## src/hdl/barometric_pressure_compensation_macros.svh

```systemverilog
// ----------------------------------------------------------------------------
// Assertion macros for the barometric pressure compensation block
// Expects clk and rst_n in the scope where a macro is used.
// ----------------------------------------------------------------------------
`ifndef BAROMETRIC_PRESSURE_COMPENSATION_MACROS_SVH
`define BAROMETRIC_PRESSURE_COMPENSATION_MACROS_SVH

// same-cycle implication
`define BPC_ASSERT_NOW(lbl, ante, cons, msg) \
  lbl: assert property (@(posedge clk) disable iff (!rst_n) (ante) |-> (cons)) \
    else $error(msg);

// next-cycle implication
`define BPC_ASSERT_NEXT(lbl, ante, cons, msg) \
  lbl: assert property (@(posedge clk) disable iff (!rst_n) (ante) |=> (cons)) \
    else $error(msg);

`endif

```

## src/hdl/bpc_udiv.sv

```systemverilog
// ----------------------------------------------------------------------------
// bpc_udiv
// Pipelined restoring divider, one quotient bit per stage, with sideband.
// ----------------------------------------------------------------------------
module bpc_udiv #(
  parameter int NW = 27,
  parameter int DW = 18,
  parameter int QW = 27,
  parameter int SW = 8
) (
  input  logic          clk,
  input  logic          rst_n,
  input  logic          en,
  input  logic          in_valid,
  input  logic [NW-1:0] num,
  input  logic [DW-1:0] den,
  input  logic [SW-1:0] side_in,
  output logic          out_valid,
  output logic [QW-1:0] quo,
  output logic [SW-1:0] side_out
);
  localparam int RW = DW + QW;

  logic [RW-1:0] rem_r  [QW-1];
  logic [DW-1:0] den_r  [QW-1];
  logic [QW-1:0] quo_r  [QW];
  logic [SW-1:0] side_r [QW];
  logic          vld_r  [QW];

  for (genvar i = 0; i < QW; i++) begin : g_stage
    logic [RW-1:0] rem_in;
    logic [RW-1:0] shifted;
    logic [DW-1:0] den_in;
    logic [QW-1:0] quo_in;
    logic [QW-1:0] quo_nxt;
    logic [SW-1:0] side_in_s;
    logic          vld_in;
    logic          take;

    if (i == 0) begin : g_first
      assign rem_in    = RW'(num);
      assign den_in    = den;
      assign quo_in    = '0;
      assign side_in_s = side_in;
      assign vld_in    = in_valid;
    end else begin : g_next
      assign rem_in    = rem_r[i-1];
      assign den_in    = den_r[i-1];
      assign quo_in    = quo_r[i-1];
      assign side_in_s = side_r[i-1];
      assign vld_in    = vld_r[i-1];
    end

    assign shifted = RW'(den_in) << (QW - 1 - i);
    assign take    = rem_in >= shifted;

    always_comb begin
      quo_nxt = quo_in;
      quo_nxt[QW-1-i] = take;
    end

    always_ff @(posedge clk) begin
      if (!rst_n) begin
        vld_r[i] <= 1'b0;
      end else if (en) begin
        vld_r[i] <= vld_in;
      end
    end

    always_ff @(posedge clk) begin
      if (en) begin
        quo_r[i]  <= quo_nxt;
        side_r[i] <= side_in_s;
      end
    end

    // the last stage needs no remainder or divisor
    if (i < QW - 1) begin : g_rem
      logic [RW-1:0] rem_nxt;
      assign rem_nxt = take ? (rem_in - shifted) : rem_in;
      always_ff @(posedge clk) begin
        if (en) begin
          rem_r[i] <= rem_nxt;
          den_r[i] <= den_in;
        end
      end
    end
  end

  assign out_valid = vld_r[QW-1];
  assign quo       = quo_r[QW-1];
  assign side_out  = side_r[QW-1];

endmodule

```

## config.mk

```make
export PLATFORM = sky130hd
export DESIGN_NAME = bpc_udiv
export DESIGN_NICKNAME = d
export VERILOG_FILES = /design/src/hdl/barometric_pressure_compensation_macros.svh /design/src/hdl/bpc_udiv.sv
export SDC_FILE = /design/constraint.sdc
export NUM_CORES = 2
export LEC_CHECK = 0
export BUFFER_PORTS_ARGS = -buffer_cell sky130_fd_sc_hd__buf_2
export CAP_MARGIN = 20
export CORE_ASPECT_RATIO = 1.2
export CORE_MARGIN = 2
export CORE_UTILIZATION = 55
export DETAILED_ROUTE_END_ITERATION = 16
export PLACE_DENSITY = 0.69
export SYNTH_ARGS = -nofsm -noshare
export SYNTH_HDL_FRONTEND = slang
export SYNTH_SLANG_ARGS = --single-unit
```

## constraint.sdc

```tcl
create_clock -name clk -period 7.8 [get_ports clk]
set_input_delay 1.56 -clock clk [delete_from_list [all_inputs] [get_ports clk]]
set_output_delay 1.56 -clock clk [all_outputs]
set_load 0.05 [all_outputs]
```

# Word-level counts from Yosys, hierarchy flattened
# Memories as Yosys holds them, arrays and structs flattened.
# Cells that the tools add are included.
[op_classes]
mux = 58
addsub = 26
n_lt_le_gt_ge = 27
bitwise_logic = 27
[ops]
columns = ["op", "count"]
rows = [
  ["$mux W45", 26],
  ["$ge A45 B18 Y1", 1],
  ["$ge A45 B19 Y1", 1],
  ["$ge A45 B20 Y1", 1],
  ["$ge A45 B21 Y1", 1],
  ["$ge A45 B22 Y1", 1],
  ["$ge A45 B23 Y1", 1],
  ["$ge A45 B24 Y1", 1],
  ["$ge A45 B25 Y1", 1],
  ["$ge A45 B26 Y1", 1],
  ["$ge A45 B27 Y1", 1],
  ["$ge A45 B28 Y1", 1],
  ["$ge A45 B29 Y1", 1],
  ["$ge A45 B30 Y1", 1],
  ["$ge A45 B31 Y1", 1],
  ["$ge A45 B32 Y1", 1],
  ["$ge A45 B33 Y1", 1],
  ["$ge A45 B34 Y1", 1],
  ["$ge A45 B35 Y1", 1],
  ["$ge A45 B36 Y1", 1],
  ["$ge A45 B37 Y1", 1],
  ["$ge A45 B38 Y1", 1],
  ["$ge A45 B39 Y1", 1],
  ["$ge A45 B40 Y1", 1],
  ["32 further kinds", 89],
]
[word_totals]
mem_count = 5
reg_bits = 0
elab_cells = 143
ramBits = 2610
output_inout_bits = 36
[memory_table]
columns = ["memory", "depth", "width", "read_ports", "rd_clocked_by_memory_dff", "write_ports", "line", "source"]
rows = [
  ["rem_r", 26, 45, 26, 0, 26, "bpc_udiv.sv:24", "logic [RW-1:0] rem_r [QW-1];"],
  ["quo_r", 27, 27, 27, 0, 27, "bpc_udiv.sv:26", "logic [QW-1:0] quo_r [QW];"],
  ["den_r", 26, 18, 26, 0, 26, "bpc_udiv.sv:25", "logic [DW-1:0] den_r [QW-1];"],
  ["side_r", 27, 8, 27, 0, 27, "bpc_udiv.sv:27", "logic [SW-1:0] side_r [QW];"],
  ["vld_r", 27, 1, 27, 0, 27, "bpc_udiv.sv:28", "logic vld_r [QW];"],
]

# Longest topological paths before layout
[depth]
depth_word = 4
depth_mapped = 14
mapped_depth_nobuf = 12

# Worst setup path before layout
# No wires, ideal clock.
[synth_timing]
path_type = "flip-flop to flip-flop"
from = "memory den_r[4][0]"
to = "memory rem_r[1][68] (netlist bit) (data pin)"
n_path_buf = 2
slack_ps = 4481
t_required_ps = 7530
period_less_slack_ps = 3319
arrival_time_ps = 3048
path_stages_with_launch = 12
cell_sequence = "edfxtp_1 -> ha_1 -> fa_1 -> nand2b_1 -> a21oi_1 -> o221ai_1 -> nand3b_1 -> a32oi_1 -> o31ai_1 -> clkbuf_1 -> buf_1 -> a21oi_1"
[synth_lines]
columns = ["item", "line"]
rows = [
  ["from (decl)", "bpc_udiv.sv:25"],
  ["to (decl)", "bpc_udiv.sv:24"],
]

==> run summary <==
Slew headroom: 0.09003
Worst hold stages: 0
Distinct cell type count after synthesis: 90
Avg WL per Cell: 20.93 µm
Sink Count: 2,259
CTS max path bufs: 3
Vias: 63,870
Ranking of synthesized cells by area: edfxtp_1, ha_1, xnor2_1
Synth area leader: edfxtp_1
Comb pwr share: 0.279
Post-synthesis register bit count: 2,259
Worst Hold End: side_r[5][2]
R2r endpoint: rem_r[2][109]
Crit. End Element: flop
Aggregate routed wire length: 230,300 µm
Post-CTS Setup Bufs: 0
Most common cell after layout, fill and taps aside: edfxtp_1
Flop2flop setup slack: 3.57 ns
Layout net count: 8,874
Required @ worst endpoint: 8.42 ns
Reg2Reg Depth: 9
Sw Pwr: 12,340 µW
Worst-path clk slew: 0.07 ns
DIE AREA: 0.1957 mm²
PD cells: 334.9 mW/mm²
Hold path start: side_r[4][26]
TNS Setup: 0 ns
Pre-antenna DRT Iters: 6
Share of layout cells above drive strength 1: 0.07856
Mapped cell area: 0.1057 mm²
Syn_nets: 8,649
CP arrival: 4.85 ns
Gpl congestion: 0.9929
Hold crit path type: flop to flop
Largest net degree at the start of global routing: 205
Final Util: 0.6099
Max Freq: 236.6 MHz
Worst r2r src: rem_r[2][76]
Gr usage total: 0.2341
Layout fillers: 14,630
Sequential area share after synthesis: 0.6418
Run status: complete, no violations
Drc violations: 0
Least-Margin Pin Slew: 1.355 ns
Initial core utilization: 0.5522
Clock Skew: 0.06638 ns
Core area: 0.1914 mm²
Clock Power Share: 0.274
# placed instances: 10,590
Flop pwr share: 0.447
Clk root buf: clkbuf_16
Crit path kind: flop to flop
Final setup violation count: 0
Vert. Die Dim: 484.2 µm
Pleak: 0.04315 µW
Placed wire-length estimate: 170,800 µm
Minimum clock period: 4.226 ns
TritonCTS buffer count: 219
Number of enable flip-flop cells after synthesis: 2,258
Sw Ratio: 0.3156
Ports: 93
Yosys Warn Count: 0
Max VDD drop: 0.0002819 V
Crit start category: flop
Syn Area/Cell: 13.05 µm²
DR iter-0 viols: 4,614
Commonest cells after routing, fill and taps aside: edfxtp_1, inv_1, nand2_1
TritonCTS clock tree: yes
Worst-Skew Late Latency: 0.89 ns
Final hold viol count: 0
H-Tree Depth: 4
DIE WIDTH: 404.2 µm
Global-route wire length before repair: 354,300 µm
ANT nets after route: 0
Vias per cell: 5.803
Footprint of the multi-input gates: 0.03501 mm²
CTS resizes: 0
Unrepaired setup endpoints after global routing: no
Rows: 176
Max Fanout on Critical Path: 18
GRT Residual Overflow: 0
Synth top area share: 0.6416
Cell internal pwr: 26,750 µW
Vias in the first global route: 64,150
Asr flop ratio synth: 0
Tcrit/Tclk final: 0.5418
P&R area growth vs syn: 10.44%
Register area: 0.06783 mm²
Fin cells: 11,010
Initial antenna violation count: 10
Main synth FF type: edfxtp_1
Post-synthesis cell count: 8,097
Max-Cap Viols: 0
Pins Over Slew Limit: 0
Hold_buf cts: 0
Port-buffer cells: 92
worst max path at each step:
stage	startpoint	to	slack [ns]	cells after the start
after floorplan	den_r[4][0]	rem_r[1][68]	4.48	11
after global placement	rem_r[4][97]	rem_r[4][177]	3.30	12
after detailed placement	rem_r[4][97]	rem_r[4][175]	3.31	12
after CTS	rem_r[4][97]	rem_r[4][175]	3.34	12
after global routing	rem_r[2][76]	rem_r[2][109]	3.26	9
final	rem_r[2][76]	rem_r[2][109]	3.57	9
stage by stage:
| step | area [µm²] | setup WS (ns) | total power, µW | hold WS (ns) |
|---|---|---|---|---|
| after CTS | 116700 | 3.338 | 39190 | 0.4028 |
| after global routing | 116700 | 3.263 | 41090 | 0.3971 |
| final | 116700 | 3.574 | 39080 | 0.3944 |
| after detailed placement | 109300 | 3.305 | 28410 | 0.4045 |
| after floorplan | 105700 | 4.481 | 25140 | 0.4003 |
| after global placement | 109300 | 3.296 | 28160 | 0.4004 |
worst max-delay path, stage by stage (launching register included):
cell	delay [ns]
edfxtp_1	0.42
ha_1	0.36
and2_1	0.18
or3_1	0.34
a21oi_1	0.30
nor3b_1	0.10
nor4_1	0.80
nand2_1	0.74
buf_4	0.43
mux2_2	0.29
cell usage after synthesis, types with 29 or more instances:
library cell	number
a211oi_1	48
a21o_1	150
a21oi_1	482
a31oi_1	41
and3_1	78
clkbuf_1	113
edfxtp_1	2258
ha_1	470
inv_1	619
mux2_2	91
nand2_1	484
nand2b_1	98
nand3_1	139
nand3b_1	31
nand4_1	86
nand4b_1	40
nor2_1	483
nor2b_1	81
nor3_1	198
nor4_1	185
nor4b_1	30
o211ai_1	29
o21a_1	92
o21ai_0	395
o21bai_1	34
o31ai_1	50
or2_2	40
or3_1	80
or4_1	63
xnor2_1	337
xor2_1	332
power by group through the flow:
stage / combinational (µW) / sequential (µW) / clock [µW]
6_report: 10900 / 17500 / 10700
5_1_grt: 12100 / 17600 / 11400
4_1_cts: 10800 / 17400 / 10900
3_5_place_dp: 10700 / 17700 / 0
3_3_place_gp: 10500 / 17600 / 0
2_1_floorplan: 8120 / 17000 / 0
sequential cells by signal (all words and copies together), names as in the netlist:
name	count
side_r	216
den_r	468
quo_r	378
rem_r	1170
vld_r	27
layout make-up:
type / count / area share
antenna: 10 / 0.0002144
clock buffer: 260 / 0.04871
clock inverter: 142 / 0.01442
inverter: 623 / 0.02004
multi-input combinational: 5072 / 0.3000
sequential: 2259 / 0.5811
tap: 2492 / 0.02672
timing repair buffer: 147 / 0.008769
kinds of logic (layout without fill, tap and decap cells):
kind of cell | Yosys count | after routing | synth area share
mux | 95 | 95 | 0.01008
fa+ha+maj | 495 | 495 | 0.06038
flops | 2259 | 2259 | 0.6418
simple gates | 2238 | 2238 | 0.1109
xor+xnor | 669 | 669 | 0.05544
compound gates | 1575 | 1575 | 0.09385
other cells | 0 | 10 | 0
buf+inv | 766 | 1172 | 0.02755
routing by layer:
metal / vias up / track usage / wire length (µm)
li1: 30880 / - / -
met1: 30810 / 0.2465 / 83040
met2: 1579 / 0.4416 / 124100
met3: 591 / 0.03080 / 8901
met4: 8 / 0.1376 / 14290
met5: - / 0 / 52
(Power assumes the default switching activity.)
