[src/hdl/barometric_pressure_compensation_macros.svh]
// ----------------------------------------------------------------------------
// Assertion macros for the barometric pressure compensation block
// Expects clk and rst_n in the scope where a macro is used.
// ----------------------------------------------------------------------------
`ifndef BAROMETRIC_PRESSURE_COMPENSATION_MACROS_SVH
`define BAROMETRIC_PRESSURE_COMPENSATION_MACROS_SVH

// same-cycle implication
`define BPC_ASSERT_NOW(lbl, ante, cons, msg) \
  lbl: assert property (@(posedge clk) disable iff (!rst_n) (ante) |-> (cons)) \
    else $error(msg);

// next-cycle implication
`define BPC_ASSERT_NEXT(lbl, ante, cons, msg) \
  lbl: assert property (@(posedge clk) disable iff (!rst_n) (ante) |=> (cons)) \
    else $error(msg);

`endif

[src/hdl/bpc_pkg.sv]
// ----------------------------------------------------------------------------
// bpc_pkg
// Types and constants shared by the pressure compensation pipeline.
// ----------------------------------------------------------------------------
package bpc_pkg;

  localparam int CFG_AW     = 5;
  localparam int TEMP_ROUND = 8;
  localparam int B6_OFFSET  = 4000;
  localparam int B4_BIAS    = 32768;
  localparam int B7_SCALE   = 50000;
  localparam int PC_SQ      = 3038;
  localparam int PC_LIN     = -7357;
  localparam int PC_OFS     = 3791;
  localparam int P_MAX      = 262143;

  // temperature division: |mc*2048| by |x1+md|
  localparam int TDIV_NW = 27;
  localparam int TDIV_DW = 18;
  localparam int TDIV_QW = 27;
  // pressure division: |b7| or |2*b7| by |b4|, quotient below 2^21
  localparam int PDIV_NW = 63;
  localparam int PDIV_DW = 45;
  localparam int PDIV_QW = 21;

  typedef enum logic [1:0] {
    ST_OK   = 2'd0,
    ST_DIV0 = 2'd1,
    ST_SAT  = 2'd2
  } status_t;

  typedef enum logic [2:0] {
    REG_AC1_AC2 = 3'd0,
    REG_AC3_AC4 = 3'd1,
    REG_AC5_AC6 = 3'd2,
    REG_B1_B2   = 3'd3,
    REG_MC_MD   = 3'd4,
    REG_OSS     = 3'd5
  } reg_idx_t;

  typedef struct packed {
    logic signed [15:0] ac1;
    logic signed [15:0] ac2;
    logic signed [15:0] ac3;
    logic        [15:0] ac4;
    logic        [15:0] ac5;
    logic        [15:0] ac6;
    logic signed [15:0] b1;
    logic signed [15:0] b2;
    logic signed [15:0] mc;
    logic signed [15:0] md;
    logic        [1:0]  oss;
  } cfg_t;

  // travels through the temperature divider
  typedef struct packed {
    logic signed [17:0] x1;
    logic        [23:0] up;
    logic               dz;
    logic               neg;
  } tside_t;

  // temperature result and flags carried along the pressure path
  typedef struct packed {
    logic signed [15:0] t;
    logic               tsat;
    logic               dz;
    logic        [23:0] up;
  } ctx_t;

  // travels through the pressure divider
  typedef struct packed {
    logic signed [15:0] t;
    logic               tsat;
    logic               dz;
    logic               b4z;
    logic               case1;
    logic               neg;
    logic               ovf;
  } pside_t;

  typedef struct packed {
    logic signed [15:0] temperature_tenths;
    logic        [17:0] pressure_pa;
    status_t            status;
  } result_t;

endpackage

[src/hdl/bpc_front.sv]
// ----------------------------------------------------------------------------
// bpc_front
// Input register, x1 product and setup of the temperature division.
// ----------------------------------------------------------------------------
module bpc_front (
  input  logic                          clk,
  input  logic                          rst_n,
  input  logic                          en,
  input  logic                          in_valid,
  input  logic [15:0]                   raw_temperature,
  input  logic [23:0]                   raw_pressure,
  input  bpc_pkg::cfg_t                 cfg,
  output logic                          out_valid,
  output logic [bpc_pkg::TDIV_NW-1:0]   num,
  output logic [bpc_pkg::TDIV_DW-1:0]   den,
  output bpc_pkg::tside_t               side
);
  import bpc_pkg::*;

  logic               s0_vld_r, s1_vld_r, s2_vld_r;
  logic [15:0]        ut_r;
  logic [23:0]        up0_r, up1_r;
  logic [23:0]        up_nxt;
  logic signed [33:0] prod_r, prod_nxt;
  logic signed [17:0] x1;
  logic signed [18:0] d;
  logic signed [26:0] mc_num;
  logic [TDIV_NW-1:0] num_nxt, num_r;
  logic [TDIV_DW-1:0] den_nxt, den_r;
  tside_t             side_nxt, side_r;

  assign up_nxt   = raw_pressure >> (4'd8 - 4'(cfg.oss));
  assign prod_nxt = 34'($signed({1'b0, ut_r}) - $signed({1'b0, cfg.ac6}))
                  * 34'($signed({1'b0, cfg.ac5}));

  always_comb begin
    x1      = 18'(prod_r >>> 15);
    d       = 19'(x1) + 19'(cfg.md);
    mc_num  = {cfg.mc, 11'd0};
    num_nxt = mc_num[26] ? TDIV_NW'(-mc_num) : TDIV_NW'(mc_num);
    den_nxt = d[18] ? TDIV_DW'(-d) : TDIV_DW'(d);
    side_nxt.x1  = x1;
    side_nxt.up  = up1_r;
    side_nxt.dz  = (d == '0);
    side_nxt.neg = mc_num[26] ^ d[18];
  end

  always_ff @(posedge clk) begin
    if (!rst_n) begin
      s0_vld_r <= 1'b0;
      s1_vld_r <= 1'b0;
      s2_vld_r <= 1'b0;
    end else if (en) begin
      s0_vld_r <= in_valid;
      s1_vld_r <= s0_vld_r;
      s2_vld_r <= s1_vld_r;
    end
  end

  always_ff @(posedge clk) begin
    if (en) begin
      ut_r   <= raw_temperature;
      up0_r  <= up_nxt;
      prod_r <= prod_nxt;
      up1_r  <= up0_r;
      num_r  <= num_nxt;
      den_r  <= den_nxt;
      side_r <= side_nxt;
    end
  end

  assign out_valid = s2_vld_r;
  assign num       = num_r;
  assign den       = den_r;
  assign side      = side_r;

endmodule

[config.mk]
export PLATFORM = sky130hd
export DESIGN_NAME = bpc_front
export DESIGN_NICKNAME = d
export VERILOG_FILES = /design/src/hdl/barometric_pressure_compensation_macros.svh /design/src/hdl/bpc_pkg.sv /design/src/hdl/bpc_front.sv
export SDC_FILE = /design/constraint.sdc
export NUM_CORES = 1
export LEC_CHECK = 0
export BUFFER_PORTS_ARGS = -buffer_cell sky130_fd_sc_hd__buf_4
export CAP_MARGIN = 20
export CELL_PAD_IN_SITES_DETAIL_PLACEMENT = 2
export CELL_PAD_IN_SITES_GLOBAL_PLACEMENT = 2
export CORE_ASPECT_RATIO = 0.7
export CORE_MARGIN = 3
export CORE_UTILIZATION = 40
export DETAILED_ROUTE_END_ITERATION = 7
export PLACE_DENSITY_LB_ADDON = 0.1
export SYNTH_ARGS = -nofsm -noshare
export SYNTH_HDL_FRONTEND = slang
export SYNTH_SLANG_ARGS = --single-unit
[constraint.sdc]
create_clock -name clk -period 16 [get_ports clk]
set_clock_uncertainty 0.1 [all_clocks]
set_input_delay 0.8 -clock clk [delete_from_list [all_inputs] [get_ports clk]]
set_output_delay 0.8 -clock clk [all_outputs]
set_load 0.03 [all_outputs]
## Word level (Yosys, flattened, before mapping)

Cells that the tools add are included.
Widths: inputs -> output; s select.

| operators by class | value |
|---|---|
| multiply operators | 1 |
| reduce and logical (&&, ||, !) cells | 1 |
| muxes and demuxes | 2 |
| shift-type cells | 1 |
| add/sub/neg operators | 5 |
| bitwise gates (word level) | 1 |

Operators by type and width:

| cell | number |
|---|---|
| $mul 17x17->33 | 1 |
| $neg 27->27 | 1 |
| $mux 26 | 1 |
| $shr 24x4->24 | 1 |
| $add 18x16->19 | 1 |
| $logic_not 19->1 | 1 |
| $mux 18 | 1 |
| $neg 18->18 | 1 |
| $sub 16x16->17 | 1 |
| $sub 4x2->4 const A | 1 |
| $xor 1x1->1 | 1 |

| storage, ports and cells | value |
|---|---|
| output and inout bits | 90 |
| register bits after elaboration | 189 |
| logic and storage cells | 25 |
| bits of input ports | 206 |

## Depth between registers and ports, before layout

| depth | value |
|---|---|
| word-level depth | 3 |
| mapped depth | 35 |
| gate-level depth less buffers | 34 |

## Least setup slack after synthesis

OpenSTA, ideal clock, no wires.

| path | value |
|---|---|
| path type | input-to-reg |
| from | in cfg[68] in the netlist's numbering |
| to | reg prod_r[32] (data pin) |
| library setup time | 260 ps |
| stages on the path | 32 |
| path slack | 6743 ps |
| required time | 15640 ps |
| path buffers | 2 |
| data arrival time | 8897 ps |
| cell sequence | inv_1 -> ha_1 -> nor2b_1 -> o21ai_0 -> a21boi_0 -> o21a_1 -> o21a_1 -> o2111ai_1 -> nand4_1 -> a31o_2 -> clkbuf_1 -> a211oi_1 -> fa_1 -> fa_1 -> clkbuf_1 -> xnor2_1 -> xnor2_1 -> fa_1 -> fa_1 -> inv_1 -> fa_1 -> inv_1 -> ha_1 -> and4_1 -> o21ai_0 -> or2_2 -> or2_2 -> a31oi_1 -> o21a_1 -> o2111ai_1 -> and3b_1 -> xnor2_1 |

| between the ends | value |
|---|---|
| word-level cells in the longest chain between the ends | 2 |

Ends and longest elaborated chain:

| what | RTL line | RTL |
|---|---|---|
| start: declaration | bpc_front.sv:12 | `input bpc_pkg::cfg_t cfg,` |
| $sub 16x16->17 | bpc_front.sv:33 | `assign prod_nxt = 34'($signed({1'b0, ut_r}) - $signed({1'b0, cfg.ac6}))` |
| $mul 17x17->33 | bpc_front.sv:34 | `* 34'($signed({1'b0, cfg.ac5}));` |
| via prod_nxt[32] | bpc_front.sv:24 | `logic signed [33:0] prod_r, prod_nxt;` |
| end signal: assignment | bpc_front.sv:64 | `prod_r <= prod_nxt;` |
| end: declaration | bpc_front.sv:24 |  |

The timed path passes the listed nets, and every way through them passes these cells.
A chain may end at the register's enable or synchronous reset.

## Worst setup path in the final report

Ends and elaborated chain as after synthesis.

==> impl_metrics.yaml <==
status:
  outcome: "finished clean"
synthesis:
  synth_compound_area_frac: 0.06585
  synthTopCellsByArea: "fa_1, edfxtp_1, ha_1"
  synth_top_area_share: 0.2982
  synthAdderAreaFrac: 0.3851
  synth_area_leader_cell: "fa_1"
  synth_top_family_by_area: "adder cells"
  ys_seq_area_frac: 0.2704
  yosysWarnings: 0
  yosys.area_share.simple: 0.1222
  synth.distinct_cells: 69
  ys_ff_latch: 163
  synthFlopType: "edfxtp_1"
  synth_area_mm2: 0.01799
  synth-xor-area-share: 0.03991
  synth_edf_count: 160
  synthMuxAreaShare: 0.02128
  synthArstFlopShare: 0
  netlist_instances: 1735
  avgSynthCellArea_um2: 10.37
grt:
  grt_pass1_wl_um: 85880
  grt_pass1_vias: 15077
  grt_remaining_overflow: 0
  antenna_found_initial: 0
  grt_max_degree: 99
  grt_use_total: 0.2354
timing:
  fin_crit_ns: 10.28
  setup_viol: 0
  worst_pin_slew_ns: 1.086
  hold_violations: 0
  drv_slew: 0
  maxSlewHeadroom: 0.2726
  tns_ns: 0
  max_freq_mhz: 97.25
  rsz0062_at_grt: "no"
  fin_crit_sh: 0.6427
floorplanning:
  rows: 64
  core_area_mm2: 0.04404
  fp.dieH_um: 183.5
  start_util: 0.4086
  die_w_um: 259.5
  die_area_mm2: 0.04761
  io_pins: 296
clock_network:
  h-tree-depth: 4
  clk_latency_ns: 0.46
  path_clk_slew_ns: 0.07
  cts_setup_buffers: 0
  cts_tree: "built"
  cts_sinks: 163
  numCtsBuffers: 17
  cts_buffer_depth: 2
  cts_resized: 0
  root_buffer: "clkbuf_16"
  postCtsHoldBufs: 0
final_layout:
  final_common_cell: "inv_1"
  mostFrequentLayoutCells: "inv_1, fa_1, buf_4, edfxtp_1, nand2_1"
  antenna_cells: 0
  areaGrowthSynthToFinish_pct: 14.90
  drive_gt1_frac: 0.1416
  nets: 2503
routing:
  wl_per_cell_um: 21.47
  via_per_inst: 5.148
  drt_iter0_markers: 568
  wl_um: 53990
  route.detailed.drc: 0
  vias: 12947
  antenna_left: 0
  drtPass1Iterations: 6
setup_path:
  critPathMaxFanout: 9
  crit_path_start_kind: "input port"
  slowest_stage: "fa_1"
  crit_type: "input port to flop"
  cp.arrival_ns: 10.37
  crit_required_ns: 16.08
  endpoint_kind: "flop"
  cp_slowest_stage_delay_ns: 0.73
  cp_common_cell: "fa_1"
job:
  cap_violations: 0
place:
  gp_congestion: 0.8117
  portBuffers: 184
  dp_hpwl_um: 43880
hold_path:
  hold_class: "flop to flop"
worst paths after layout:
check	start	endpoint	slack, ns	cells after the start
max	cfg[68]	prod_r[32]	5.72	31
min	up1_r[17]	side[19]	0.32	0
max reg2reg	ut_r[0]	prod_r[32]	5.75	31
min reg2reg	up1_r[17]	side[19]	0.32	0
cell usage after synthesis (23+ instances only):
| cell | number |
|---|---|
| a21oi_1 | 50 |
| and2_1 | 76 |
| clkbuf_1 | 51 |
| edfxtp_1 | 160 |
| fa_1 | 268 |
| ha_1 | 121 |
| inv_1 | 377 |
| nand2_1 | 145 |
| nor2_1 | 81 |
| nor3_1 | 23 |
| o21ai_0 | 31 |
| xnor2_1 | 66 |
state kept, by name (all words and copies together) (netlist names):
register,flops
ut_r,16
s0_vld_r,1
s1_vld_r,1
num,16
out_valid,1
side,44
prod_r,18
up1_r,24
den,18
up0_r,24
routing by layer:
metal | wire length, um | up-vias | track usage | part of all wire
met1 | 25010 | 6826 | 0.3286 | 0.46
met5 | 0 | - | 0 | 0
li1 | - | 5823 | - | -
met3 | 2232 | 49 | 0.03773 | 0.041
met2 | 26070 | 249 | 0.3900 | 0.48
met4 | 673 | 0 | 0.05040 | 0.012
worst max-delay path: cells and delay by family:
kind | cells | cell delay [ns]
fa+ha+maj | 7 | 3.58
compound gates | 11 | 3.14
simple gates | 6 | 1.49
xor+xnor | 3 | 1.08
buf+inv | 4 | 0.23
cells by family (layout without fill, tap and decap cells):
kind of cell,count (synthesis),in the layout
compound gates,178,178
mux,33,33
buf+inv,445,617
simple gates,439,439
flops,163,163
xor+xnor,82,82
fa+ha+maj,394,394
other cells,1,15
metrics by stage:
step | hold WS (ns) | instance area (um^2) | utilization | setup WS, ns | std cells
floorplan | 0.3003 | 18050 | - | 6.743 | 1749
global placement | 0.3001 | 20080 | 0.4559 | 5.557 | 2482
detailed placement | 0.3052 | 20080 | 0.4559 | 5.196 | 2482
CTS | 0.3227 | 20660 | 0.4691 | 5.659 | 2514
global route | 0.3256 | 20670 | 0.4694 | 5.057 | 2515
finish | 0.3208 | 20670 | 0.4694 | 5.717 | 2515
cell type report:
cell class	instances	area [um^2]
sequential	163	4865
clock buffer	21	460.4
inverter	380	1426
multi-input combinational	1141	11510
timing repair buffer	205	1550
tap	594	743.2
fill	4635	23370
clock inverter	11	118.9
Power is not shown: default switching activity piles up to over one toggle a cycle in this logic, so the estimate is an artifact.
