`src/hdl/barometric_pressure_compensation_macros.svh`:
```
// ----------------------------------------------------------------------------
// Assertion macros for the barometric pressure compensation block
// Expects clk and rst_n in the scope where a macro is used.
// ----------------------------------------------------------------------------
`ifndef BAROMETRIC_PRESSURE_COMPENSATION_MACROS_SVH
`define BAROMETRIC_PRESSURE_COMPENSATION_MACROS_SVH

// same-cycle implication
`define BPC_ASSERT_NOW(lbl, ante, cons, msg) \
  lbl: assert property (@(posedge clk) disable iff (!rst_n) (ante) |-> (cons)) \
    else $error(msg);

// next-cycle implication
`define BPC_ASSERT_NEXT(lbl, ante, cons, msg) \
  lbl: assert property (@(posedge clk) disable iff (!rst_n) (ante) |=> (cons)) \
    else $error(msg);

`endif

```
`src/hdl/bpc_pkg.sv`:
```
// ----------------------------------------------------------------------------
// bpc_pkg
// Types and constants shared by the pressure compensation pipeline.
// ----------------------------------------------------------------------------
package bpc_pkg;

  localparam int CFG_AW     = 5;
  localparam int TEMP_ROUND = 8;
  localparam int B6_OFFSET  = 4000;
  localparam int B4_BIAS    = 32768;
  localparam int B7_SCALE   = 50000;
  localparam int PC_SQ      = 3038;
  localparam int PC_LIN     = -7357;
  localparam int PC_OFS     = 3791;
  localparam int P_MAX      = 262143;

  // temperature division: |mc*2048| by |x1+md|
  localparam int TDIV_NW = 27;
  localparam int TDIV_DW = 18;
  localparam int TDIV_QW = 27;
  // pressure division: |b7| or |2*b7| by |b4|, quotient below 2^21
  localparam int PDIV_NW = 63;
  localparam int PDIV_DW = 45;
  localparam int PDIV_QW = 21;

  typedef enum logic [1:0] {
    ST_OK   = 2'd0,
    ST_DIV0 = 2'd1,
    ST_SAT  = 2'd2
  } status_t;

  typedef enum logic [2:0] {
    REG_AC1_AC2 = 3'd0,
    REG_AC3_AC4 = 3'd1,
    REG_AC5_AC6 = 3'd2,
    REG_B1_B2   = 3'd3,
    REG_MC_MD   = 3'd4,
    REG_OSS     = 3'd5
  } reg_idx_t;

  typedef struct packed {
    logic signed [15:0] ac1;
    logic signed [15:0] ac2;
    logic signed [15:0] ac3;
    logic        [15:0] ac4;
    logic        [15:0] ac5;
    logic        [15:0] ac6;
    logic signed [15:0] b1;
    logic signed [15:0] b2;
    logic signed [15:0] mc;
    logic signed [15:0] md;
    logic        [1:0]  oss;
  } cfg_t;

  // travels through the temperature divider
  typedef struct packed {
    logic signed [17:0] x1;
    logic        [23:0] up;
    logic               dz;
    logic               neg;
  } tside_t;

  // temperature result and flags carried along the pressure path
  typedef struct packed {
    logic signed [15:0] t;
    logic               tsat;
    logic               dz;
    logic        [23:0] up;
  } ctx_t;

  // travels through the pressure divider
  typedef struct packed {
    logic signed [15:0] t;
    logic               tsat;
    logic               dz;
    logic               b4z;
    logic               case1;
    logic               neg;
    logic               ovf;
  } pside_t;

  typedef struct packed {
    logic signed [15:0] temperature_tenths;
    logic        [17:0] pressure_pa;
    status_t            status;
  } result_t;

endpackage

```
`src/hdl/bpc_cfg.sv`:
```
// ----------------------------------------------------------------------------
// bpc_cfg
// APB register file holding calibration words and oversampling.
// ----------------------------------------------------------------------------
`include "barometric_pressure_compensation_macros.svh"

module bpc_cfg (
  input  logic                         clk,
  input  logic                         rst_n,
  input  logic                         psel,
  input  logic                         penable,
  input  logic                         pwrite,
  input  logic [bpc_pkg::CFG_AW-1:0]   paddr,
  input  logic [31:0]                  pwdata,
  output logic [31:0]                  prdata,
  output logic                         pready,
  output bpc_pkg::cfg_t                cfg
);
  import bpc_pkg::*;

  logic [31:0] cal_ac1_ac2_r;
  logic [31:0] cal_ac3_ac4_r;
  logic [31:0] cal_ac5_ac6_r;
  logic [31:0] cal_b1_b2_r;
  logic [31:0] cal_mc_md_r;
  logic [1:0]  oss_r;
  logic        wr_en;
  reg_idx_t    idx;

  assign pready = 1'b1;
  assign wr_en  = psel && penable && pwrite;
  assign idx    = reg_idx_t'(paddr[CFG_AW-1:2]);

  always_ff @(posedge clk) begin
    if (!rst_n) begin
      cal_ac1_ac2_r <= '0;
      cal_ac3_ac4_r <= '0;
      cal_ac5_ac6_r <= '0;
      cal_b1_b2_r   <= '0;
      cal_mc_md_r   <= '0;
      oss_r         <= 2'd3;
    end else if (wr_en) begin
      unique case (idx)
        REG_AC1_AC2: cal_ac1_ac2_r <= pwdata;
        REG_AC3_AC4: cal_ac3_ac4_r <= pwdata;
        REG_AC5_AC6: cal_ac5_ac6_r <= pwdata;
        REG_B1_B2:   cal_b1_b2_r   <= pwdata;
        REG_MC_MD:   cal_mc_md_r   <= pwdata;
        REG_OSS:     oss_r         <= pwdata[1:0];
        default: ;
      endcase
    end
  end

  always_comb begin
    unique case (idx)
      REG_AC1_AC2: prdata = cal_ac1_ac2_r;
      REG_AC3_AC4: prdata = cal_ac3_ac4_r;
      REG_AC5_AC6: prdata = cal_ac5_ac6_r;
      REG_B1_B2:   prdata = cal_b1_b2_r;
      REG_MC_MD:   prdata = cal_mc_md_r;
      REG_OSS:     prdata = {30'd0, oss_r};
      default:     prdata = '0;
    endcase
  end

  always_comb begin
    cfg.ac1 = cal_ac1_ac2_r[31:16];
    cfg.ac2 = cal_ac1_ac2_r[15:0];
    cfg.ac3 = cal_ac3_ac4_r[31:16];
    cfg.ac4 = cal_ac3_ac4_r[15:0];
    cfg.ac5 = cal_ac5_ac6_r[31:16];
    cfg.ac6 = cal_ac5_ac6_r[15:0];
    cfg.b1  = cal_b1_b2_r[31:16];
    cfg.b2  = cal_b1_b2_r[15:0];
    cfg.mc  = cal_mc_md_r[31:16];
    cfg.md  = cal_mc_md_r[15:0];
    cfg.oss = oss_r;
  end

  `BPC_ASSERT_NEXT(a_oss_write, wr_en && (idx == REG_OSS), oss_r == $past(pwdata[1:0]), "oss write lost")

endmodule

```
`config.mk`:
```
export PLATFORM = sky130hd
export DESIGN_NAME = bpc_cfg
export DESIGN_NICKNAME = d
export VERILOG_FILES = /design/src/hdl/bpc_pkg.sv /design/src/hdl/bpc_cfg.sv
export VERILOG_INCLUDE_DIRS = /design/src /design/src/hdl
export SDC_FILE = /design/constraint.sdc
export NUM_CORES = 1
export LEC_CHECK = 0
export ABC_AREA = 1
export BUFFER_PORTS_ARGS = -buffer_cell sky130_fd_sc_hd__buf_4
export CAP_MARGIN = 15
export CORE_AREA = 2 2 128 192
export CTS_CLUSTER_SIZE = 8
export DETAILED_ROUTE_END_ITERATION = 8
export DIE_AREA = 0 0 130 194
export PLACE_DENSITY_LB_ADDON = 0.2
export SLEW_MARGIN = 10
export SYNTH_ARGS = -nofsm -noshare
export SYNTH_HDL_FRONTEND = slang
export SYNTH_SLANG_ARGS = --single-unit
export TNS_END_PERCENT = 10
```
`constraint.sdc`:
```
create_clock -name clk -period 4.34 [get_ports clk]
set_input_delay 0.868 -clock clk [delete_from_list [all_inputs] [get_ports clk]]
set_output_delay 0.868 -clock clk [all_outputs]
set_load 0.02 [all_outputs]
```
Word level (Yosys, flattened, before mapping)

Cells that the tools add are included.

Equal/unequal tests: 5
Muxes and demuxes: 1
Reduce and logical (&&, ||, !) cells: 9

Operators with widths:

| cell               | number |
|---|---|
| $pmux 32 s6        | 1 |
| $reduce_and 2->1   | 6 |
| $eq 3x2->1 const B | 2 |
| $eq 3x3->1 const B | 2 |
| $eq 3x1->1 const B | 1 |
| $logic_not 3->1    | 1 |
| $logic_and 1x1->1  | 2 |

Flip-flop bits (word level): 162
Bits of input ports: 42
Output and inout port bits: 195
Word-level logic and storage cells: 21

Longest topological paths before layout

Word-level depth: 3
Gate-level depth with buffers: 9

Least setup slack after synthesis

OpenSTA, ideal clock, no wires.

Path type: input port to output port
Start point: input port paddr[3] (netlist name)
End point: output port prdata[14]
Arrival time: 1.884 ns
Path slack: 1.588 ns
Stages on the path: 8
Path buffers: 3
Cells stage by stage: buf_4 -> nor2_2 -> buf_2 -> buf_2 -> nand3_1 -> nand2_1 -> nor2_1 -> nand2_1

Longest elaborated chain between the ends: 2
Elaborated cells on any way between the ends: 7
Those cells by class: eq/ne: 5; mux: 1; reduce/logical: 1

Ends and longest elaborated chain:

| element                                  | RTL line      | RTL |
|---|---|---|
| start, declared                          | bpc_cfg.sv:13 | `input logic [bpc_pkg::CFG_AW-1:0] paddr,` |
| $eq 3x3->1, or another cell as far along | bpc_cfg.sv:56 | `unique case (idx)` |
| $pmux 32 s6 (*)                          | bpc_cfg.sv:56 |  |
| end, declared                            | bpc_cfg.sv:15 | `output logic [31:0] prdata,` |

Every way passes the cells marked *; elsewhere a longest branch is shown, timed or not.

Worst setup path after layout

Start point: input port paddr[4] (netlist name)
End point: output port prdata[18]

The elaborated chain is that of the path after synthesis.

==> qor.yml <==
run_status:
  status: "finished clean"
cts:
  cts_tree: "yes"
  post-cts-setup-buffers: 0
  path_clk_slew_ns: 0.07
  cts_resized: 0
  cts_root_buf: "clkbuf_16"
  clk_path_buf_depth: 2
  htreeDepth: 4
  clock-sinks: 162
  clock_latency_ns: 0.43
  cts_buffers: 17
  cts_hold_buffers: 0
power_and_ir_drop:
  irDropWorstVdd_mv: 0.2648
  pwr_density_cell_nw_per_um2: 322.7
  p_leak_nw: 4.938
timing:
  rsz0062_at_grt: "no"
  setup_viol: 0
  fin_ws_ns: 0.7193
  worstMarginPinSlew_ns: 1.088
  fin_crit_ns: 3.621
  finalMaxSlewViolations: 0
  skew_ns: 0
  fin_crit_sh: 0.8343
  setup_tns_ns: 0
  max-slew-margin-rel: 0.2732
  hold_viol: 0
  max_freq_mhz: 276.2
place:
  portBuffers: 233
  dp_hpwl_microns: 18230
  placement.cell_area_sq_um: 9942
  place_congestion: 0.8170
  dp_slack_ns: 0.7053
detailed_routing:
  vias: 8529
  initialDrtViolationCount: 463
  post_drt_wl_per_cell_microns: 16.18
  totalWireLength_microns: 29200
  vias_per_cell: 4.725
  drtAntennaViolNets: 0
  drc: 0
  drt_pass1_iterations: 4
final_layout:
  synthToLayoutAreaGrowth_pct: 29.56
  finish.utilization: 0.4461
  num-nets-final: 1517
  final_area_sq_um: 10510
  num_antenna_cells: 0
  layout-drive-gt1-share: 0.1999
global_routing:
  antenna_found_initial: 0
  grt_pass1_wl_microns: 45380
  grt_max_degree: 91
  grtUsageTotal: 0.2334
  first_global_vias: 7961
  gr-total-overflow: 0
run:
  drv_cap: 0
die:
  dieWidth_microns: 130
  num_rows: 69
  dieArea_sq_um: 25220
  pin_count: 237
  die_h_microns: 194
  core_sq_um: 23570
  start_util: 0.3443
logic_synthesis:
  yosys.area.top_type_share: 0.3996
  post_synth.cell_area_avg_sq_um: 6.257
  async_flop_share: 0
  yosys_register_bits: 162
  synth_top_family_by_area: "simple AND/OR/NAND/NOR gates"
  synthSimpleGateAreaFrac: 0.4806
  yosysMostFrequentCell: "nor2_1"
  synth_edf_count: 0
  seq_area_frac_synth: 0.3996
  ys_top_cells_by_area: "dfxtp_1 (40%), nor2_1 (19%), nand2_1 (14%)"
  netlist_instances: 1297
  yosysUniqueCellTypes: 23
  syn_nets: 1339
  yosys_warnings: 0
  synthAdderAreaFrac: 0
  yosysTopAreaCell: "dfxtp_1"
  synth_area_sq_um: 8115
  synth_compound_area_frac: 0.009867
  synth.area.mux_share: 0
  synth_top_cells_by_count: "nor2_1 (400), nand2_1 (313), dfxtp_1 (162)"
  synthXorXnorAreaFrac: 0
  ys.flop_type: "dfxtp_1"
worst_setup_path:
  rr_startpoint: "cal_ac3_ac4_r[1]"
  r2r_setup_slack_ns: 3.70
  cp_slowest_cell: "inv_4"
  cp.required_ns: 3.47
  path_common_cell: "nand2_1"
  path_max_fanout: 46
  crit_path_start: "paddr[4]"
  start_kind: "input pin"
  cp_slowest_stage_delay_ns: 0.45
  crit_type: "input pin to output pin"
  critPathArrivalTime_ns: 2.75
  endpoint_kind: "output pin"
  path_cells: "buf_4 > inv_4 > nand2_1 > nor2_4 > buf_12 > nand2_1 > nand2_1 > inv_1 > nand2_1 > buf_4"
min_path:
  hold_class: "register to register"
  hp-start: "cal_mc_md_r[7]"
sequential cells by signal, indices dropped and copies added, names as in the netlist:
| name | flops |
|---|---|
| cal_ac1_ac2_r | 32 |
| cal_ac5_ac6_r | 32 |
| oss_r | 2 |
| cal_ac3_ac4_r | 32 |
| cal_b1_b2_r | 32 |
| cal_mc_md_r | 32 |
through the flow:
stage / hold WS, ns / instances / power [mW]
2_1_floorplan: 0.5669 / 1297 / 1.768
3_3_place_gp: 0.4850 / 1775 / 1.897
3_5_place_dp: 0.4925 / 1775 / 1.899
4_1_cts: 0.5014 / 1805 / 3.424
5_1_grt: 0.5193 / 1805 / 3.507
6_report: 0.5025 / 1805 / 3.393
power by group:
part	total, mW	leakage [nW]	internal, mW	switching (mW)
clock	1.53	0.277	0.891	0.639
combinational	0.341	3.35	0.106	0.235
sequential	1.52	1.31	1.51	0.0157
total	3.39	4.94	2.50	0.890
cell families after synthesis:
family | after synthesis
other cells | 1
simple gates | 929
buf+inv | 189
flops | 162
compound gates | 16
worst paths after layout:
path	end	cells after the start
setup reg to reg	cal_ac3_ac4_r[1]	2
setup / recovery	prdata[18]	10
hold reg to reg	cal_mc_md_r[7]	2
hold / removal	cal_mc_md_r[7]	2
routing by layer:
layer / GRT usage / vias up / wire [microns]
met5: 0 / - / 0
li1: - / 4349 / -
met3: 0.05298 / 26 / 1701
met4: 0.06810 / 0 / 491
met2: 0.4154 / 253 / 15310
met1: 0.2756 / 3901 / 11690
layout make-up:
| type | instances | area, sq um |
|---|---|---|
| clock buffers | 18 | 429.2 |
| fillers | 2567 | 13060 |
| repair buffers | 249 | 1919 |
| well taps | 319 | 399.1 |
| multi-input cells | 946 | 4004 |
| clock inverters | 12 | 142.6 |
| flip-flops and latches | 162 | 3243 |
| inverters | 99 | 376.6 |
critical path: cells and delay by family:
kind          cells  cell delay (ns)
buf+inv           5             1.08
simple gates      5             0.77
cells in the final DEF, fill, tap and decap left out, drive strengths merged:
master | synthesis | layout
o21ai | 2 | 2
a21oi | 14 | 14
nand4 | 39 | 39
dfxtp | 162 | 162
bufinv | 0 | 3
nand3 | 164 | 164
nand2 | 316 | 316
nor2 | 410 | 410
buf | 88 | 249
clkbuf | 2 | 18
clkinv | 1 | 7
conb | 1 | 1
inv | 98 | 98
clkinvlp | 0 | 3
Note: power is estimated with default switching activity, not from simulation.
