`src/hdl/barometric_pressure_compensation_macros.svh`:
```
// ----------------------------------------------------------------------------
// Assertion macros for the barometric pressure compensation block
// Expects clk and rst_n in the scope where a macro is used.
// ----------------------------------------------------------------------------
`ifndef BAROMETRIC_PRESSURE_COMPENSATION_MACROS_SVH
`define BAROMETRIC_PRESSURE_COMPENSATION_MACROS_SVH

// same-cycle implication
`define BPC_ASSERT_NOW(lbl, ante, cons, msg) \
  lbl: assert property (@(posedge clk) disable iff (!rst_n) (ante) |-> (cons)) \
    else $error(msg);

// next-cycle implication
`define BPC_ASSERT_NEXT(lbl, ante, cons, msg) \
  lbl: assert property (@(posedge clk) disable iff (!rst_n) (ante) |=> (cons)) \
    else $error(msg);

`endif

```
`src/hdl/bpc_pkg.sv`:
```
// ----------------------------------------------------------------------------
// bpc_pkg
// Types and constants shared by the pressure compensation pipeline.
// ----------------------------------------------------------------------------
package bpc_pkg;

  localparam int CFG_AW     = 5;
  localparam int TEMP_ROUND = 8;
  localparam int B6_OFFSET  = 4000;
  localparam int B4_BIAS    = 32768;
  localparam int B7_SCALE   = 50000;
  localparam int PC_SQ      = 3038;
  localparam int PC_LIN     = -7357;
  localparam int PC_OFS     = 3791;
  localparam int P_MAX      = 262143;

  // temperature division: |mc*2048| by |x1+md|
  localparam int TDIV_NW = 27;
  localparam int TDIV_DW = 18;
  localparam int TDIV_QW = 27;
  // pressure division: |b7| or |2*b7| by |b4|, quotient below 2^21
  localparam int PDIV_NW = 63;
  localparam int PDIV_DW = 45;
  localparam int PDIV_QW = 21;

  typedef enum logic [1:0] {
    ST_OK   = 2'd0,
    ST_DIV0 = 2'd1,
    ST_SAT  = 2'd2
  } status_t;

  typedef enum logic [2:0] {
    REG_AC1_AC2 = 3'd0,
    REG_AC3_AC4 = 3'd1,
    REG_AC5_AC6 = 3'd2,
    REG_B1_B2   = 3'd3,
    REG_MC_MD   = 3'd4,
    REG_OSS     = 3'd5
  } reg_idx_t;

  typedef struct packed {
    logic signed [15:0] ac1;
    logic signed [15:0] ac2;
    logic signed [15:0] ac3;
    logic        [15:0] ac4;
    logic        [15:0] ac5;
    logic        [15:0] ac6;
    logic signed [15:0] b1;
    logic signed [15:0] b2;
    logic signed [15:0] mc;
    logic signed [15:0] md;
    logic        [1:0]  oss;
  } cfg_t;

  // travels through the temperature divider
  typedef struct packed {
    logic signed [17:0] x1;
    logic        [23:0] up;
    logic               dz;
    logic               neg;
  } tside_t;

  // temperature result and flags carried along the pressure path
  typedef struct packed {
    logic signed [15:0] t;
    logic               tsat;
    logic               dz;
    logic        [23:0] up;
  } ctx_t;

  // travels through the pressure divider
  typedef struct packed {
    logic signed [15:0] t;
    logic               tsat;
    logic               dz;
    logic               b4z;
    logic               case1;
    logic               neg;
    logic               ovf;
  } pside_t;

  typedef struct packed {
    logic signed [15:0] temperature_tenths;
    logic        [17:0] pressure_pa;
    status_t            status;
  } result_t;

endpackage

```
`src/hdl/bpc_corr.sv`:
```
// ----------------------------------------------------------------------------
// bpc_corr
// Final pressure correction, saturation, status and output register.
// ----------------------------------------------------------------------------
`include "barometric_pressure_compensation_macros.svh"

module bpc_corr (
  input  logic                          clk,
  input  logic                          rst_n,
  input  logic                          en,
  input  logic                          in_valid,
  input  logic [bpc_pkg::PDIV_QW-1:0]   quo,
  input  bpc_pkg::pside_t               side_in,
  output logic                          out_valid,
  output bpc_pkg::result_t              res
);
  import bpc_pkg::*;

  logic [1:0]         vld_r;
  logic               res_vld_r;
  // stage 1
  logic [21:0]        m;
  logic signed [20:0] ms, p_nxt, p1_r, p2_r;
  logic               big_nxt, big1_r, big2_r;
  pside_t             side1_r, side2_r;
  // stage 2
  logic signed [12:0] a;
  logic signed [25:0] sq8_r;
  logic signed [19:0] lin_r;
  // stage 3
  logic signed [20:0] x1c;
  logic signed [23:0] csum, pf;
  result_t            res_nxt, res_r;

  always_comb begin
    m       = side_in.case1 ? {1'b0, quo} : {quo, 1'b0};
    big_nxt = side_in.ovf || (m[21:20] != 2'd0);
    ms      = $signed({1'b0, m[19:0]});
    p_nxt   = side_in.neg ? -ms : ms;
  end

  assign a = 13'(p1_r >>> 8);

  always_comb begin
    x1c  = 21'((40'(sq8_r) * 40'(PC_SQ)) >>> 16);
    csum = 24'(x1c) + 24'(lin_r) + 24'(PC_OFS);
    pf   = 24'(p2_r) + (csum >>> 4);

    res_nxt.temperature_tenths = side2_r.t;
    res_nxt.status             = side2_r.tsat ? ST_SAT : ST_OK;
    if (side2_r.dz) begin
      res_nxt.temperature_tenths = '0;
      res_nxt.pressure_pa        = '0;
      res_nxt.status             = ST_DIV0;
    end else if (side2_r.b4z) begin
      res_nxt.pressure_pa = '0;
      res_nxt.status      = ST_DIV0;
    end else if (big2_r) begin
      res_nxt.pressure_pa = side2_r.neg ? '0 : 18'(P_MAX);
      res_nxt.status      = ST_SAT;
    end else if (pf > 24'(P_MAX)) begin
      res_nxt.pressure_pa = 18'(P_MAX);
      res_nxt.status      = ST_SAT;
    end else if (pf < 24'sd0) begin
      res_nxt.pressure_pa = '0;
      res_nxt.status      = ST_SAT;
    end else begin
      res_nxt.pressure_pa = 18'(pf);
    end
  end

  always_ff @(posedge clk) begin
    if (!rst_n) begin
      vld_r     <= '0;
      res_vld_r <= 1'b0;
    end else if (en) begin
      vld_r     <= {vld_r[0], in_valid};
      res_vld_r <= vld_r[1];
    end
  end

  always_ff @(posedge clk) begin
    if (en) begin
      p1_r    <= p_nxt;
      big1_r  <= big_nxt;
      side1_r <= side_in;

      sq8_r   <= 26'(a) * 26'(a);
      lin_r   <= 20'((37'(p1_r) * 37'(PC_LIN)) >>> 16);
      p2_r    <= p1_r;
      big2_r  <= big1_r;
      side2_r <= side1_r;

      res_r   <= res_nxt;
    end
  end

  assign out_valid = res_vld_r;
  assign res       = res_r;

  `BPC_ASSERT_NEXT(a_hold_on_stall, !en, $stable(res_r) && $stable(res_vld_r), "result moved while stalled")
  `BPC_ASSERT_NOW(a_div0_zero_p, res_vld_r && (res_r.status == ST_DIV0), res_r.pressure_pa == '0, "div0 with pressure")

endmodule
```
`config.mk`:
```
export PLATFORM = sky130hd
export DESIGN_NAME = bpc_corr
export DESIGN_NICKNAME = d
export VERILOG_FILES = /design/src/hdl/bpc_pkg.sv /design/src/hdl/bpc_corr.sv
export VERILOG_INCLUDE_DIRS = /design/src /design/src/hdl
export SDC_FILE = /design/constraint.sdc
export NUM_CORES = 1
export LEC_CHECK = 0
export BUFFER_PORTS_ARGS = -buffer_cell sky130_fd_sc_hd__buf_2
export CAP_MARGIN = 20
export CORE_MARGIN = 5
export CORE_UTILIZATION = 50
export CTS_BUF_LIST = sky130_fd_sc_hd__clkbuf_2
export DETAILED_ROUTE_END_ITERATION = 8
export GPL_TIMING_DRIVEN = 0
export PLACE_DENSITY = 0.71
export RECOVER_POWER = 50
export SLEW_MARGIN = 20
export SYNTH_ARGS = -nofsm -noshare
export SYNTH_HDL_FRONTEND = slang
export SYNTH_SLANG_ARGS = --single-unit
```
`constraint.sdc`:
```
create_clock -name clk -period 12.9 [get_ports clk]
set_input_delay 0.645 -clock clk [delete_from_list [all_inputs] [get_ports clk]]
set_output_delay 0.645 -clock clk [all_outputs]
set_load 0.01 [all_outputs]
```
# Yosys cells after proc, flatten, opt, wreduce, memory -nomap -nowiden
# Cells that the tools add are included.
totals:
  reg_bits: 168
  inputBits: 47
  output_inout_bits: 37
  wordCells: 42
op_classes:
  addsub: 4
  mul: 3
  order_cmp: 2
  mux: 8
  n_reduce_logical: 3
op_table:
  columns: ["operator", "count"]
  rows:
  - ["$mux W20", 3]
  - ["$add A21 B19 Y22", 2]
  - ["$mul A26 B12 Y36 const B", 1]
  - ["$mux W18", 2]
  - ["$mul A21 B14 Y35 const B", 1]
  - ["$mul A13 B13 Y26", 1]
  - ["$add A22 B13 Y23 const B", 1]
  - ["$gt A22 B19 Y1 const B", 1]
  - ["$lt A22 B1 Y1 const B", 1]
  - ["$mux W22", 1]
  - ["$neg A20 Y21", 1]
  - ["$mux W2", 2]
  - ["$reduce_bool A2 Y1", 1]
  - ["$reduce_or A2 Y1", 1]
  - ["$logic_or A1 B1 Y1", 1]

# Logic depth before layout (Yosys ltp)
logic_depth:
  ltp_word: 8
  depth_mapped: 43
  mapped_depth_nobuf: 41

# Least setup slack after synthesis
# Ideal clock, no wire load.
synth_path:
  kind: "reg-to-reg"
  from: "register sq8_r[6]"
  to: "register res_r, in the netlist res[14] (data pin)"
  setup_ns: 0.270
  t_arrival_ns: 9.823
  path_slack_ns: 2.807
  stages_incl_launch_ff: 41
  n_path_buf: 2
  period_less_slack_ns: 10.093
  path_cell_list: "edfxtp_1 -> fa_1 -> inv_1 -> fa_1 -> inv_1 -> fa_1 -> fa_1 -> inv_1 -> fa_1 -> inv_1 -> ha_1 -> a2111oi_0 -> o21ai_0 -> o2111a_1 -> o21ai_1 -> nor2b_1 -> nor2_1 -> o21a_1 -> (+5 left out) -> a21o_1 -> a21o_1 -> o21ai_0 -> o21ba_2 -> o41a_1 -> a22o_1 -> or3_1 -> xor2_1 -> ha_1 -> clkbuf_1 -> nand4_1 -> o21ai_0 -> nor3_1 -> o31ai_1 -> nand3_1 -> a221oi_2 -> clkbuf_1 -> a21oi_1"
synth_between:
  elab_chain_cells: 8
  word_cells_on_any_way: 9
  cone_classes: "add/sub: 3; mul: 1; order compare: 2; mux: 3"
synth_lines:
  columns: ["element", "line_no", "rtl"]
  rows:
  - ["start: declaration", "bpc_corr.sv:28", "logic signed [25:0] sq8_r;"]
  - ["start signal: assignment", "bpc_corr.sv:88", "sq8_r <= 26'(a) * 26'(a);"]
  - ["$mul A26 B12 Y36 *", "bpc_corr.sv:45", "x1c = 21'((40'(sq8_r) * 40'(PC_SQ)) >>> 16);"]
  - ["$add A21 B19 Y22 *", "bpc_corr.sv:46", "csum = 24'(x1c) + 24'(lin_r) + 24'(PC_OFS);"]
  - ["$add A22 B13 Y23 *", "bpc_corr.sv:46", null]
  - ["$add A21 B19 Y22 *", "bpc_corr.sv:47", "pf = 24'(p2_r) + (csum >>> 4);"]
  - ["$lt A22 B1 Y1", "bpc_corr.sv:64", "end else if (pf < 24'sd0) begin"]
  - ["$mux W18", "bpc_corr.sv:64", null]
  - ["$mux W20 *", "bpc_corr.sv:61", "end else if (pf > 24'(P_MAX)) begin"]
  - ["$mux W20 *", "bpc_corr.sv:58", "end else if (big2_r) begin"]
  - ["end signal: assignment", "bpc_corr.sv:94", "res_r <= res_nxt;"]
  - ["end: declaration", "bpc_corr.sv:33", "result_t res_nxt, res_r;"]
# Mark *: on every way between the ends. The rest lies on a longest branch, timed or not.
# A chain may end at the register's enable or synchronous reset.

# Worst setup path after layout
layout_path:
  from: "register sq8_r[7]"
  to: "register res_r, in the netlist res[16] (data pin)"
# The elaborated chain is that of the path after synthesis.

==> metrics.cfg <==
[outcome]
outcome = finished with violations
violations = max-capacitance violations, max-slew violations

[worst_setup_path]
path_depth = 40
cp_slowest_cell = edfxtp_1
arrival_ns = 12.19
critPathMaxFanout = 10
reg2reg_depth = 40
cpLargestDelayFamily = compound AO/OA/AOI/OAI gates
crit_path_max_incr_delay_ns = 0.64
worstPathRequired_ns = 13.57
worstSetupStartpointType = register
crit_path_end_kind = register
setup.worst_path.class = register to register
worst-path-buf-inv = 7

[synth]
synth_flop_cell = edfxtp_1
ys_warn_count = 0
synthesis.area_um2 = 23900
async_flop_share = 0
synth_area_leaders = fa_1, edfxtp_1, ha_1
synth_common_cells = inv_1, ha_1, fa_1, edfxtp_1, nor2_1
synth_edf_count = 163
ys_seq_area_frac = 0.207
synth_top_family_by_area = adder cells
yosysMostFrequentCell = inv_1
synth-compound-area-share = 0.0734
avgSynthCellArea_um2 = 10.6
synth_fa_ha_area_frac = 0.509
synth-xor-area-share = 0.0421
ys_types = 72
synthCells = 2251
ys_ff_latch = 166
yosys.area.top_type = fa_1
synth_top_area_share = 0.309
yosys.area_share.simple = 0.0739
synth_mux_area_frac = 0.00335

[placed_design]
hpwlAfterDp_um = 43100
gp_congestion = 0.906
numPortBuffers = 83

[clock_tree]
cts_resized = 0
cts_tree = yes
cts_root_buf = clkbuf_2
cts_buffers = 17
cts_sinks = 166
clk_pin_slew_worst_paths_ns = 0.34
clock_latency_ns = 0.86
htreeDepth = 4
cts_buffer_depth = 2

[worst_hold_path]
hp-class = primary input to register
hold_path_depth = 3

[floorplanning]
ioPinCount = 84
die_h_um = 229
die_w_um = 229
fp-row-count = 80
core_um2 = 47500
initial_utilization = 0.503
die_area_um2 = 52300

[grt]
grt_pass1_vias = 17300
gr-total-overflow = 0
grt_max_degree = 100
antenna_found_initial = 2
track_usage = 0.202
grt_pass1_wl_um = 85500

[route]
drcViolationCount = 0
routed_wirelength_um = 50600
vias_per_cell = 5.22
drt-initial-drc-count = 867
antenna_left = 0
vias = 15700
firstDrtPassIters = 7
wl_per_cell_um = 16.8

[timing]
hold_viol = 0
setup_tns_ns = 0
fin_skew_ns = 0.0657
fmax_mhz = 86.8
min_period_over_period = 0.893
slew_headroom = -2.48
timing.final.crit_period_ns = 11.52
grt_setup_unrepaired = no
finalSetupViolations = 0
tightestPinTransition_ns = 5.22
slew_viol_final = 169

[cells_and_area]
area_growth_pct = 7.30
drive_above_1_share = 0.0564
nets = 3180
seqCellArea_um2 = 4950
multi_input_area_um2 = 16800
fill_cells = 4122

[job]
maxCapViolCount = 2

[sequential cells by signal, summed over array words and instances, names as in the netlist]
| name | count |
|---|---|
| side2_r | 20 |
| p2_r | 21 |
| big1_r | 1 |
| sq8_r | 24 |
| lin_r | 19 |
| res | 36 |
| big2_r | 1 |
| out_valid | 1 |
| vld_r | 2 |
| side1_r | 20 |
| p1_r | 21 |
[layout by cell type (no fill, tap or decap), types with 4 or more instances in the layout]
master / instances
inv_1: 549
ha_1: 382
fa_1: 369
edfxtp_1: 163
nor2_1: 113
a21oi_1: 94
nand2_1: 84
buf_2: 81
xnor2_1: 66
xor2_1: 49
nor2b_1: 47
o21ai_0: 38
nor3_1: 32
a21o_1: 28
nand3_1: 25
o21a_1: 25
dlygate4sd3_1: 25
clkbuf_1: 22
clkbuf_2: 18
nand2b_1: 11
or2_2: 10
or3_1: 10
a211oi_1: 8
o211ai_1: 8
mux2i_1: 8
and3_1: 7
o21bai_1: 7
inv_8: 7
clkinv_1: 6
nand4_1: 6
and2_1: 6
a211o_1: 6
o21ai_1: 5
a2111o_1: 5
conb_1: 5
o31ai_1: 4
[tightest hold or removal path, cell delays in order]
cell and delay (ns):
buf_2 0.13, nor4b_2 0.05, nor2b_1 0.10
[worst paths after layout]
kind | startpoint | endpoint | slack [ns]
worst max-delay path | sq8_r[7] | res[16] | 1.38
worst min register to register | side1_r[3] | side2_r[3] | 0.42
worst max register to register | sq8_r[7] | res[16] | 1.38
worst min-delay path | quo[18] | p1_r[20] | 0.16
[logic make-up (layout without fill, tap and decap cells)]
kind of cell             after synthesis  in the layout
adder cells (fa/ha/maj)              751            751
buffers and inverters                577            718
AND/OR/NAND/NOR                      366            366
AO/OA/AOI/OAI                        266            266
flip-flops                           166            166
XOR/XNOR                             115            115
multiplexers                           8              8
other                                  2              6
[stage by stage]
step	std cells	utilization	hold slack (ns)	area (um2)	setup slack (ns)
2_1_floorplan	2254	-	0.400	23900	2.81
3_5_place_dp	2953	0.529	0.406	25100	1.39
6_report	3011	0.540	0.160	25700	1.38
5_1_grt	3011	0.540	0.0926	25700	0.579
3_3_place_gp	2952	0.528	0.401	25100	1.68
4_1_cts	3010	0.540	0.0208	25700	1.37
[layout make-up]
type | count | share of cell area
multi-input combinational | 1511 | 0.655
sequential | 166 | 0.193
inverter | 555 | 0.0812
tap | 615 | 0.0300
timing repair buffer | 109 | 0.0260
clock inverter | 15 | 0.00810
buffer | 22 | 0.00341
clock buffer | 17 | 0.00332
antenna | 1 | 0.0000976
[what timing repair did]
item                      4_1_cts  5_1_grt
hold buffers                   25        0
hold endpoints to repair       25        0
setup buffers                   0        0
[layer usage]
metal / track usage / share of wire / vias up
met5: 0 / 0.00038 / -
met2: 0.354 / 0.50 / 318
met4: 0.0522 / 0.023 / 2
li1: - / - / 7477
met1: 0.269 / 0.43 / 7837
met3: 0.0251 / 0.040 / 71
Power is left out: the tool's default activity adds up to more than one toggle a clock period on the data nets, which glitch-free logic cannot reach.
